## src/bore_pkg.sv

```systemverilog
`timescale 1ns / 1ps
// Package for the box overlay rectangle expander.
// Holds the job record passed from the front to the back, opcodes and fixed limits.
package bore_pkg;

    localparam int MAX_GLYPHS       = 31;
    localparam int RECTS_PER_TARGET = 5;
    localparam int QUEUE_DEPTH      = 2;
    localparam int QAW              = $clog2(QUEUE_DEPTH);
    localparam int QCW              = $clog2(QUEUE_DEPTH + 1);

    typedef enum logic {
        OP_STYLE  = 1'b0,
        OP_TARGET = 1'b1
    } t_opcode;

    typedef enum logic [2:0] {
        PART_TOP    = 3'd0,
        PART_BOTTOM = 3'd1,
        PART_LEFT   = 3'd2,
        PART_RIGHT  = 3'd3,
        PART_LABEL  = 3'd4
    } t_part;

    localparam logic KIND_STRIP = 1'b0;
    localparam logic KIND_LABEL = 1'b1;
    localparam logic STAT_OK    = 1'b0;
    localparam logic STAT_REJ   = 1'b1;

    typedef struct packed {
        logic        ok;
        logic [15:0] box_x;
        logic [15:0] box_y;
        logic [15:0] box_w;
        logic [15:0] box_h;
        logic [15:0] lbl_x;
        logic [15:0] lbl_y;
        logic [15:0] lbl_w;
        logic [15:0] lbl_h;
        logic [15:0] stroke;
        logic [7:0]  tnum;
        logic [3:0]  slot;
    } t_job;

endpackage

```

## src/bore_front.sv

```systemverilog
`timescale 1ns / 1ps
// Front end: accepts items, holds the style table and styles_loaded, checks targets.
// Depends on bore_pkg; pushes checked jobs into bore_queue.
module bore_front import bore_pkg::*; #(
    parameter int STYLE_DEPTH = 16
) (
    input  logic        i_clk,
    input  logic        i_rst_n,
    input  logic        i_in_valid,
    output logic        o_in_ready,
    input  logic        i_opcode,
    input  logic [3:0]  i_style_slot,
    input  logic [63:0] i_style_word,
    input  logic [15:0] i_box_x,
    input  logic [15:0] i_box_y,
    input  logic [15:0] i_box_width,
    input  logic [15:0] i_box_height,
    input  logic [15:0] i_label_left,
    input  logic [15:0] i_label_top,
    input  logic [4:0]  i_glyphs_in_label,
    input  logic [7:0]  i_target_number,
    input  logic        i_cfg_valid,
    input  logic [4:0]  i_cfg_data,
    output logic        o_job_valid,
    input  logic        i_job_ready,
    output t_job        o_job
);

    localparam int AW = (STYLE_DEPTH > 1) ? $clog2(STYLE_DEPTH) : 1;

    logic [63:0] r_table [STYLE_DEPTH];
    logic [4:0]  r_styles_loaded;
    logic        r_s1_vld;
    logic [63:0] r_style;
    logic [3:0]  r_slot;
    logic [15:0] r_bx, r_by, r_bw, r_bh, r_lx, r_ly;
    logic [4:0]  r_glyphs;
    logic [7:0]  r_tnum;

    logic          accept;
    logic          slot_in_range;
    logic [AW+3:0] idx_wide;
    logic [AW-1:0] idx;

    assign o_in_ready    = !r_s1_vld || i_job_ready;
    assign accept        = i_in_valid && o_in_ready;
    assign slot_in_range = int'(i_style_slot) < STYLE_DEPTH;
    assign idx_wide      = {{AW{1'b0}}, i_style_slot};
    assign idx           = idx_wide[AW-1:0];

    always_ff @(posedge i_clk) begin
        if (!i_rst_n) begin
            r_s1_vld        <= 1'b0;
            r_styles_loaded <= 5'd0;
        end else begin
            if (i_cfg_valid) begin
                r_styles_loaded <= i_cfg_data;
            end
            if (o_in_ready) begin
                r_s1_vld <= i_in_valid && (t_opcode'(i_opcode) == OP_TARGET);
            end
        end
    end

    always_ff @(posedge i_clk) begin
        if (accept && (t_opcode'(i_opcode) == OP_STYLE) && slot_in_range) begin
            r_table[idx] <= i_style_word;
        end
        if (accept && (t_opcode'(i_opcode) == OP_TARGET)) begin
            r_style  <= r_table[idx];
            r_slot   <= i_style_slot;
            r_bx     <= i_box_x;
            r_by     <= i_box_y;
            r_bw     <= i_box_width;
            r_bh     <= i_box_height;
            r_lx     <= i_label_left;
            r_ly     <= i_label_top;
            r_glyphs <= i_glyphs_in_label;
            r_tnum   <= i_target_number;
        end
    end

    logic [15:0] stroke, pad, adv, lh;
    logic [20:0] adv_prod;
    logic [21:0] lw;
    logic [15:0] half_w, half_h, s_w;
    logic [16:0] x_end, y_end, ly_end;
    logic [22:0] lx_end;
    logic        slot_ok, glyph_ok, size_ok, room_ok;

    assign stroke   = r_style[15:0];
    assign pad      = r_style[31:16];
    assign adv      = r_style[47:32];
    assign lh       = r_style[63:48];
    assign adv_prod = adv * r_glyphs;
    assign lw       = {5'd0, pad, 1'b0} + {1'b0, adv_prod};

    assign slot_ok  = ({1'b0, r_slot} < r_styles_loaded) && (int'(r_slot) < STYLE_DEPTH);
    assign glyph_ok = {3'd0, r_glyphs} <= 8'(MAX_GLYPHS);
    assign size_ok  = (r_bw >= 16'd2) && (r_bh >= 16'd2) && (lw != 22'd0);
    assign x_end    = {1'b0, r_bx} + {1'b0, r_bw};
    assign y_end    = {1'b0, r_by} + {1'b0, r_bh};
    assign lx_end   = {7'd0, r_lx} + {1'b0, lw};
    assign ly_end   = {1'b0, r_ly} + {1'b0, lh};
    assign room_ok  = (x_end <= 17'h0FFFF) && (y_end <= 17'h0FFFF)
                   && (lx_end <= 23'h00FFFF) && (ly_end <= 17'h0FFFF);

    // stroke is clamped to half the box in each direction
    assign half_w = {1'b0, r_bw[15:1]};
    assign half_h = {1'b0, r_bh[15:1]};
    assign s_w    = (half_w < stroke) ? half_w : stroke;

    always_comb begin
        o_job.ok     = slot_ok && glyph_ok && size_ok && room_ok;
        o_job.box_x  = r_bx;
        o_job.box_y  = r_by;
        o_job.box_w  = r_bw;
        o_job.box_h  = r_bh;
        o_job.lbl_x  = r_lx;
        o_job.lbl_y  = r_ly;
        o_job.lbl_w  = lw[15:0];
        o_job.lbl_h  = lh;
        o_job.stroke = (half_h < s_w) ? half_h : s_w;
        o_job.tnum   = r_tnum;
        o_job.slot   = r_slot;
    end

    assign o_job_valid = r_s1_vld;

endmodule

```

## src/bore_queue.sv

```systemverilog
`timescale 1ns / 1ps
// Short job queue between the front and back ends.
// Depends on bore_pkg for the job record and depth.
module bore_queue import bore_pkg::*; (
    input  logic i_clk,
    input  logic i_rst_n,
    input  logic i_wr_valid,
    output logic o_wr_ready,
    input  t_job i_wr_data,
    output logic o_rd_valid,
    input  logic i_rd_ready,
    output t_job o_rd_data
);

    t_job           r_mem [QUEUE_DEPTH];
    logic [QAW-1:0] r_wr_ptr, r_rd_ptr;
    logic [QCW-1:0] r_count;
    logic           push, pop;

    assign o_wr_ready = r_count != QCW'(QUEUE_DEPTH);
    assign o_rd_valid = r_count != '0;
    assign push       = i_wr_valid && o_wr_ready;
    assign pop        = o_rd_valid && i_rd_ready;
    assign o_rd_data  = r_mem[r_rd_ptr];

    always_ff @(posedge i_clk) begin
        if (!i_rst_n) begin
            r_wr_ptr <= '0;
            r_rd_ptr <= '0;
            r_count  <= '0;
        end else begin
            if (push) begin
                r_wr_ptr <= r_wr_ptr + 1'b1;
            end
            if (pop) begin
                r_rd_ptr <= r_rd_ptr + 1'b1;
            end
            if (push && !pop) begin
                r_count <= r_count + 1'b1;
            end else if (pop && !push) begin
                r_count <= r_count - 1'b1;
            end
        end
    end

    always_ff @(posedge i_clk) begin
        if (push) begin
            r_mem[r_wr_ptr] <= i_wr_data;
        end
    end

endmodule

```

## src/bore_back.sv

```systemverilog
`timescale 1ns / 1ps
// Back end: expands each queued job into strips and a label, or one reject item.
// Depends on bore_pkg; drives the registered result channel.
module bore_back import bore_pkg::*; (
    input  logic        i_clk,
    input  logic        i_rst_n,
    input  logic        i_job_valid,
    output logic        o_job_ready,
    input  t_job        i_job,
    output logic        o_out_valid,
    input  logic        i_out_ready,
    output logic [15:0] o_rect_left,
    output logic [15:0] o_rect_top,
    output logic [15:0] o_rect_width,
    output logic [15:0] o_rect_height,
    output logic        o_instance_kind,
    output logic [7:0]  o_owner_target,
    output logic [3:0]  o_owner_style,
    output logic        o_status,
    output logic        o_last_of_target
);

    t_part       r_part;
    logic        r_out_vld;
    logic [15:0] r_left, r_top, r_width, r_height;
    logic        r_kind, r_status, r_last;
    logic [7:0]  r_tnum;
    logic [3:0]  r_slot;

    logic        load, done;
    logic [15:0] n_left, n_top, n_width, n_height;
    logic        n_kind, n_last;

    assign load        = i_job_valid && (!r_out_vld || i_out_ready);
    assign done        = !i_job.ok || (r_part == PART_LABEL);
    assign o_job_ready = load && done;

    always_comb begin
        n_left   = i_job.box_x;
        n_top    = i_job.box_y;
        n_width  = i_job.box_w;
        n_height = i_job.box_h;
        n_kind   = KIND_STRIP;
        n_last   = 1'b0;
        if (!i_job.ok) begin
            n_left   = '0;
            n_top    = '0;
            n_width  = '0;
            n_height = '0;
            n_last   = 1'b1;
        end else begin
            unique case (r_part)
                PART_TOP: begin
                    n_height = i_job.stroke;
                end
                PART_BOTTOM: begin
                    n_top    = i_job.box_y + i_job.box_h - i_job.stroke;
                    n_height = i_job.stroke;
                end
                PART_LEFT: begin
                    n_width = i_job.stroke;
                end
                PART_RIGHT: begin
                    n_left  = i_job.box_x + i_job.box_w - i_job.stroke;
                    n_width = i_job.stroke;
                end
                PART_LABEL: begin
                    n_left   = i_job.lbl_x;
                    n_top    = i_job.lbl_y;
                    n_width  = i_job.lbl_w;
                    n_height = i_job.lbl_h;
                    n_kind   = KIND_LABEL;
                    n_last   = 1'b1;
                end
                default: begin
                    n_last = 1'b1;
                end
            endcase
        end
    end

    always_ff @(posedge i_clk) begin
        if (!i_rst_n) begin
            r_part    <= PART_TOP;
            r_out_vld <= 1'b0;
        end else begin
            if (load) begin
                r_out_vld <= 1'b1;
                r_part    <= done ? PART_TOP : t_part'(r_part + 3'd1);
            end else if (i_out_ready) begin
                r_out_vld <= 1'b0;
            end
        end
    end

    always_ff @(posedge i_clk) begin
        if (load) begin
            r_left   <= n_left;
            r_top    <= n_top;
            r_width  <= n_width;
            r_height <= n_height;
            r_kind   <= n_kind;
            r_status <= i_job.ok ? STAT_OK : STAT_REJ;
            r_last   <= n_last;
            r_tnum   <= i_job.tnum;
            r_slot   <= i_job.slot;
        end
    end

    assign o_out_valid      = r_out_vld;
    assign o_rect_left      = r_left;
    assign o_rect_top       = r_top;
    assign o_rect_width     = r_width;
    assign o_rect_height    = r_height;
    assign o_instance_kind  = r_kind;
    assign o_owner_target   = r_tnum;
    assign o_owner_style    = r_slot;
    assign o_status         = r_status;
    assign o_last_of_target = r_last;

endmodule

```

## src/box_overlay_rect_expander.sv

```systemverilog
`timescale 1ns / 1ps
// Box overlay rectangle expander, top level.
// Instantiates bore_front, bore_queue and bore_back; uses bore_pkg.
//
// Input channel (i_in_valid / o_in_ready): opcode 0 writes a style entry and
// gives no result; opcode 1 is a target, expanded into four outline strips
// (top, bottom, left, right) and a label rectangle, or one reject item.
// Config channel (i_cfg_valid / o_cfg_ready, always ready) sets styles_loaded;
// write it only while the block is idle.
// Result channel (o_out_valid / i_out_ready) is driven from an output register.
// A target's results pass the front-end register, the job queue and the output
// register in that order. Throughput: the back end emits one rectangle a cycle
// while the receiver is ready, five per target (one if rejected). The front end
// accepts a new item each cycle while the two-entry job queue has room, so it
// keeps working while the receiver stalls.
// Reset clears the queue, the output register and styles_loaded; the style
// table holds no defined value until written.
module box_overlay_rect_expander import bore_pkg::*; #(
    parameter int STYLE_DEPTH = 16
) (
    input  logic        i_clk,
    input  logic        i_rst_n,
    input  logic        i_in_valid,
    output logic        o_in_ready,
    input  logic        i_opcode,
    input  logic [3:0]  i_style_slot,
    input  logic [63:0] i_style_word,
    input  logic [15:0] i_box_x,
    input  logic [15:0] i_box_y,
    input  logic [15:0] i_box_width,
    input  logic [15:0] i_box_height,
    input  logic [15:0] i_label_left,
    input  logic [15:0] i_label_top,
    input  logic [4:0]  i_glyphs_in_label,
    input  logic [7:0]  i_target_number,
    input  logic        i_cfg_valid,
    output logic        o_cfg_ready,
    input  logic [4:0]  i_cfg_data,
    output logic        o_out_valid,
    input  logic        i_out_ready,
    output logic [15:0] o_rect_left,
    output logic [15:0] o_rect_top,
    output logic [15:0] o_rect_width,
    output logic [15:0] o_rect_height,
    output logic        o_instance_kind,
    output logic [7:0]  o_owner_target,
    output logic [3:0]  o_owner_style,
    output logic        o_status,
    output logic        o_last_of_target
);

    logic fq_valid, fq_ready, qb_valid, qb_ready;
    t_job fq_job, qb_job;

    assign o_cfg_ready = 1'b1;

    bore_front #(
        .STYLE_DEPTH(STYLE_DEPTH)
    ) u_front (
        .i_clk            (i_clk),
        .i_rst_n          (i_rst_n),
        .i_in_valid       (i_in_valid),
        .o_in_ready       (o_in_ready),
        .i_opcode         (i_opcode),
        .i_style_slot     (i_style_slot),
        .i_style_word     (i_style_word),
        .i_box_x          (i_box_x),
        .i_box_y          (i_box_y),
        .i_box_width      (i_box_width),
        .i_box_height     (i_box_height),
        .i_label_left     (i_label_left),
        .i_label_top      (i_label_top),
        .i_glyphs_in_label(i_glyphs_in_label),
        .i_target_number  (i_target_number),
        .i_cfg_valid      (i_cfg_valid && o_cfg_ready),
        .i_cfg_data       (i_cfg_data),
        .o_job_valid      (fq_valid),
        .i_job_ready      (fq_ready),
        .o_job            (fq_job)
    );

    bore_queue u_queue (
        .i_clk     (i_clk),
        .i_rst_n   (i_rst_n),
        .i_wr_valid(fq_valid),
        .o_wr_ready(fq_ready),
        .i_wr_data (fq_job),
        .o_rd_valid(qb_valid),
        .i_rd_ready(qb_ready),
        .o_rd_data (qb_job)
    );

    bore_back u_back (
        .i_clk           (i_clk),
        .i_rst_n         (i_rst_n),
        .i_job_valid     (qb_valid),
        .o_job_ready     (qb_ready),
        .i_job           (qb_job),
        .o_out_valid     (o_out_valid),
        .i_out_ready     (i_out_ready),
        .o_rect_left     (o_rect_left),
        .o_rect_top      (o_rect_top),
        .o_rect_width    (o_rect_width),
        .o_rect_height   (o_rect_height),
        .o_instance_kind (o_instance_kind),
        .o_owner_target  (o_owner_target),
        .o_owner_style   (o_owner_style),
        .o_status        (o_status),
        .o_last_of_target(o_last_of_target)
    );

endmodule
```

## config.mk

```make
export PLATFORM = sky130hd
export DESIGN_NAME = box_overlay_rect_expander
export DESIGN_NICKNAME = d
export VERILOG_FILES = /design/src/bore_pkg.sv /design/src/bore_front.sv /design/src/bore_queue.sv /design/src/bore_back.sv /design/src/box_overlay_rect_expander.sv
export SDC_FILE = /design/constraint.sdc
export NUM_CORES = 2
export LEC_CHECK = 0
export BUFFER_PORTS_ARGS = -buffer_cell sky130_fd_sc_hd__buf_2
export CAP_MARGIN = 20
export CORE_MARGIN = 4
export CORE_UTILIZATION = 45
export DETAILED_ROUTE_END_ITERATION = 10
export PLACE_DENSITY = 0.66
export SYNTH_ARGS = -nofsm -noshare
export SYNTH_HDL_FRONTEND = slang
export SYNTH_SLANG_ARGS = --single-unit
```

## constraint.sdc

```tcl
create_clock -name i_clk -period 19.26 [get_ports i_clk]
set_input_delay 1.926 -clock i_clk [delete_from_list [all_inputs] [get_ports i_clk]]
set_output_delay 1.926 -clock i_clk [all_outputs]
set_load 0.01 [all_outputs]
```

=== Word-level counts from Yosys, hierarchy flattened ===
Memory sizes are Yosys's and may differ from the RTL's. A register that Yosys moved wholly into a read port is not among the register bits.
Index checks and enable logic that the tools add are counted.

* Memories: 2
* Output and inout port bits: 82
* Register bits: 206
* Word-level logic and storage cells: 110
* Input port bits: 188
* Latch bits: 0
* Bits in writable memories: 1338
* ROM bits: 0

{| class="wikitable"
|+ Memories
! name !! depth !! bits a word !! rd ports !! clocked after memory_dff !! write ports !! line !! RTL
|-
| u_front.r_table || 16 || 64 || 1 || 1 || 1 || bore_front.sv:31 || <nowiki>logic [63:0] r_table [STYLE_DEPTH];</nowiki>
|-
| u_queue.r_mem || 2 || 157 || 1 || 1 || 1 || bore_queue.sv:15 || <nowiki>t_job r_mem [QUEUE_DEPTH];</nowiki>
|}

* Magnitude comparators: 9
* Bitwise operators: 1
* Multiply operators: 1
* Add/subtract/negate cells: 14
* Divide/modulo/power cells: 0
* Multiplexer cells: 20
* Shifts and indexed selects: 0
* Reductions and logical operators: 33
* Equal/unequal tests: 5

{| class="wikitable"
|+ Operators by type and width
! cell !! count
|-
| 16-bit one-hot mux with 2 select lines || 4
|-
| 16-bit by 16-bit adder with 17-bit output || 3
|-
| 17-bit by 16-bit less-or-equal comparator with 1-bit output (second input constant) || 3
|-
| 16-bit adder || 2
|-
| 16-bit by 2-bit greater-or-equal comparator with 1-bit output (second input constant) || 2
|-
| 15-bit by 16-bit less-than comparator with 1-bit output || 2
|-
| 16-bit 2-to-1 mux || 2
|-
| 16-bit subtractor || 2
|-
| 16-bit by 22-bit adder with 23-bit output || 1
|-
| 23-bit by 16-bit less-or-equal comparator with 1-bit output (second input constant) || 1
|-
| 17-bit by 21-bit adder with 22-bit output || 1
|-
| 22-bit nonzero test || 1
|-
| 16-bit by 5-bit multiplier with 21-bit output || 1
|-
| 1-bit logical AND || 17
|-
| 1-bit 2-to-1 mux || 11
|-
| 3-bit by 2-bit equality test with 1-bit output (second input constant) || 2
|-
| 2-bit nonzero test || 3
|-
| 1-bit zero test || 5
|-
| 4-bit by 5-bit less-than comparator with 1-bit output || 1
|-
| 2-bit 2-to-1 mux || 2
|-
| 2-bit OR reduction || 2
|-
| 4-bit OR reduction || 1
|-
| 3-bit by 1-bit adder with 3-bit output (second input constant) || 1
|-
| 3-bit by 1-bit equality test with 1-bit output (second input constant) || 1
|-
| 9 further kinds || 12
|}

=== Logic depth before layout (Yosys ltp) ===
* Depth in word-level cells: 8
* Mapped depth: 23
* Gate-level depth less buffers: 21

=== Modules after synthesis ===
From an unflattened synthesis, not the netlist that was laid out.

* Cell total of the unflattened synthesis: 3630
* Area total of the unflattened synthesis: 68423.1 µm²

{| class="wikitable"
|+ Modules (own cells, without submodules)
! module !! area an instance (µm²) !! seq. area each (µm²) !! cells each !! instances
|-
| bore_front || 50118.1 || 36184.7 || 2399 || 1
|-
| bore_queue || 11611.1 || 9529.1 || 512 || 1
|-
| bore_back || 6682.7 || 2452.4 || 717 || 1
|-
| box_overlay_rect_expander || 11.3 || 0.0 || 2 || 1
|}

=== Worst setup path after synthesis ===
OpenSTA, ideal clock, no wires.

* Kind: input to register
* Start: input i_style_slot[0]
* End: memory u_front.r_table[0][0] (enable)
* Required time: 18695 ps
* Setup slack: 11168 ps
* Path buffers: 3
* Library setup time: 565 ps
* Data arrival time: 7528 ps
* Stages: 5
* Cell sequence: clkbuf_1 > clkbuf_1 > clkbuf_1 > or4_1 > nor3_1

{| class="wikitable"
|+ RTL lines
! element !! line !! RTL
|-
| start: declaration || box_overlay_rect_expander.sv:26 || <nowiki>input logic [3:0] i_style_slot,</nowiki>
|-
| end: declaration || bore_front.sv:31 ||
|}

No word-level cell before the write port.

==> out/summary.txt <==
Status -> completed
Synth-to-layout area growth -> 14.20%
First-pass GRT wire length -> 231000 um
Most frequent cells in the layout -> edfxtp_1 (1594), mux4_2 (320), buf_2 (264)
Die ar. -> 154400 um^2
Post-route ant nets -> 0
Initial antenna violation count -> 34
CTS Buffer Depth -> 3
Largest net degree at the start of global routing -> 158
Pwr dens -> 125.5 nW/um^2
Primary FF master, synth -> edfxtp_1
Worst setup SP type -> flop
Setup Viol. Count Final -> 0
CORE AREA -> 146400 um^2
Cts bufs inserted -> 167
Post-synthesis async set-or-reset flop share -> 0%
Setup Buffers After CTS -> 0
Resized Gates After CTS -> 0
Crit end category -> flop
Vias -> 33.07k
I/O pins -> 270
Die W -> 392.9 um
Clock Sinks -> 1609
GR Util met1 -> 27.80%
Hold buffer count at cts -> 0
Cell row count -> 140
Worst Skew -> 0.05260 ns
Setup repair after global routing missed its margin -> false
Layout cells sized above 1 -> 25.25%
# port buffers -> 268
Fin worst setup slack -> 13.28 ns
CTS root buf -> clkbuf_16
GP Congestion -> 0.8427
GR Util met3 -> 4.891%
Cells after synthesis -> 3410
DP Worst Slack -> 13.29 ns
Via density per instance -> 5.660
DIE HEIGHT -> 392.9 um
Crit path max fanout -> 16
Netlist Area Pre-Place -> 66680 um^2
GR Util met2 -> 34.10%
Area occupied by multi-input gates -> 17460 um^2
Tightest Hold Check Type -> flop to flop
Tcrit/Tclk final -> 31.05%
CTS H-tree depth -> 4
# DRC -> 0
Vias in the first global route -> 33.72k
# fillers -> 11.49k
HPWL Detailed -> 98560 um
Yosys synthesis warning count -> 0
Initial detailed-routing violation count -> 3056
Sequential cell area -> 48170 um^2
Fmax achieved -> 167.2 MHz
GR peak layer -> met2
Starting Density -> 45.53%
Yosys reg bits -> 1609
Peak supply drop -> 0.09774 mV
CP Class -> flop to flop
All-Layer GR Usage -> 20.67%
Drt pass-1 iters -> 6
Most common cell after layout, fill and taps aside -> edfxtp_1
Number of enable flip-flop cells after synthesis -> 1594
CTS tree -> yes
Period minus WS final -> 5.980 ns
Least-Margin Pin Slew -> 1.098 ns
Clock Latency Late Sink -> 0.81 ns
GRT overflow -> 0
Syn Area/Cell -> 19.55 um^2
Setup tns final -> 0 ns
Synth unique cells -> 71
CTS clk-pin slew, worst paths -> 0.06 ns
Total wire length -> 158400 um
Max cap viols -> 0
P_leak -> 25.72 nW
Crit path DAT -> 6.56 ns
Worst endpoint required time -> 19.84 ns
Final Max Slew Viols -> 0
Endpoints failing hold -> 0
Register area share after synthesis -> 72.24%
Detailed-route wire length per cell -> 27.11 um
Final nets -> 4213
Slew headroom -> 26.82%
-- logic make-up (layout without fill, tap and decap cells) --
group | Yosys count | count (layout) | synth area share, %
AOI/OAI and AO/OA | 319 | 319 | 3.190
xor gates and xnor gates | 44 | 44 | 0.5779
adders and majority gates | 254 | 254 | 5.813
buffers and inverters | 315 | 817 | 1.788
DFF | 1609 | 1609 | 72.24
muxes | 502 | 502 | 13.66
other | 2 | 15 | 0.01126
and+or+nand+nor | 365 | 365 | 2.721
-- path summary, 6_finish.rpt --
check,end,slack [ns],from,cells after the start
max,u_queue.r_mem[0][156],13.28,u_front.r_glyphs[0],21
min,u_queue.r_mem[0][7],0.44,u_front.r_tnum[3],0
max reg2reg,u_queue.r_mem[0][156],13.28,u_front.r_glyphs[0],21
min reg2reg,u_queue.r_mem[0][7],0.44,u_front.r_tnum[3],0
-- synth_stat cells (all sizes together) (17+ instances only) --
library cell / instances / area (um^2)
a211oi: 30 / 225.2
a21o: 24 / 180.2
a21oi: 90 / 457.9
a221oi: 37 / 324.1
and2: 58 / 362.9
buf: 38 / 152.7
clkbuf: 96 / 360.4
edfxtp: 1594 / 47870
fa: 93 / 1862
ha: 161 / 2014
inv: 181 / 679.4
mux2: 65 / 732.0
mux2i: 117 / 1171
mux4: 320 / 7207
nand2: 62 / 232.7
nand3: 17 / 85.08
nor2: 114 / 427.9
nor3: 38 / 190.2
o21ai: 48 / 251.5
o22ai: 29 / 181.4
xnor2: 30 / 262.8
-- state kept, by name, summed over array words and instances, names as in the netlist, 16 cells and up, named ones only --
name / count
u_front.r_ly: 16
u_front.r_bw: 16
u_back.o_rect_top: 16
u_back.o_rect_width: 16
u_front.r_table: 1024
u_front.r_bx: 16
u_queue.r_mem: 314
u_front.r_by: 16
u_front.r_bh: 16
u_front.r_style: 64
u_back.o_rect_height: 16
u_front.r_lx: 16
u_back.o_rect_left: 16
-- report_power, final --
part	leakage (nW)	switching (mW)	internal, mW	total, mW
Clock	2.67	1.36	1.85	3.21
Sequential	14.6	0.105	4.11	4.22
Combinational	8.44	1.26	0.868	2.13
Total	25.7	2.73	6.83	9.55
-- area by class of cell --
| type | count | share of cell area (%) |
|---|---|---|
| inverters | 181 | 0.9021 |
| clock buffers | 196 | 5.659 |
| clock inverters | 115 | 1.586 |
| multi-input cells | 1487 | 22.93 |
| flip-flops and latches | 1609 | 63.26 |
| well taps | 1917 | 3.150 |
| repair buffers | 325 | 2.468 |
| diodes | 12 | 0.03944 |
-- routing by layer --
layer	vias to the layer above	share of wire [%]
met5	-	0.064
met4	16	2.4
met3	230	7.5
met2	1145	49
met1	17230	41
li1	14440	-
-- critical path: stages, from the launching register on --
cell and delay, ns:
edfxtp_1 0.63, nand2_1 0.15, fa_1 0.55, inv_1 0.05, ha_1 0.26, inv_1 0.05
fa_1 0.47, inv_1 0.05, ha_1 0.22, fa_1 0.49, a211oi_1 0.32, o211ai_1 0.17
a21boi_0 0.27, xnor2_1 0.24, ha_1 0.32, a21o_1 0.19, a21oi_1 0.17, nand2_1 0.07
a21oi_1 0.13, o21ai_0 0.14, a2111o_1 0.45, a2111oi_2 0.39
-- per-stage QoR --
stage	total power [mW]	instances	hold WS [ns]	utilization (%)	area, um^2
6_report	9.555	5842	0.4440	52.00	76140
5_1_grt	10.03	5830	0.4511	51.98	76110
4_1_cts	9.627	5826	0.4445	51.91	76020
3_5_place_dp	6.405	5515	0.4306	48.15	70510
3_3_place_gp	6.381	5515	0.4230	48.15	70510
2_1_floorplan	5.787	3411	0.4215	-	66680
Power figures use the tool's default switching activity.
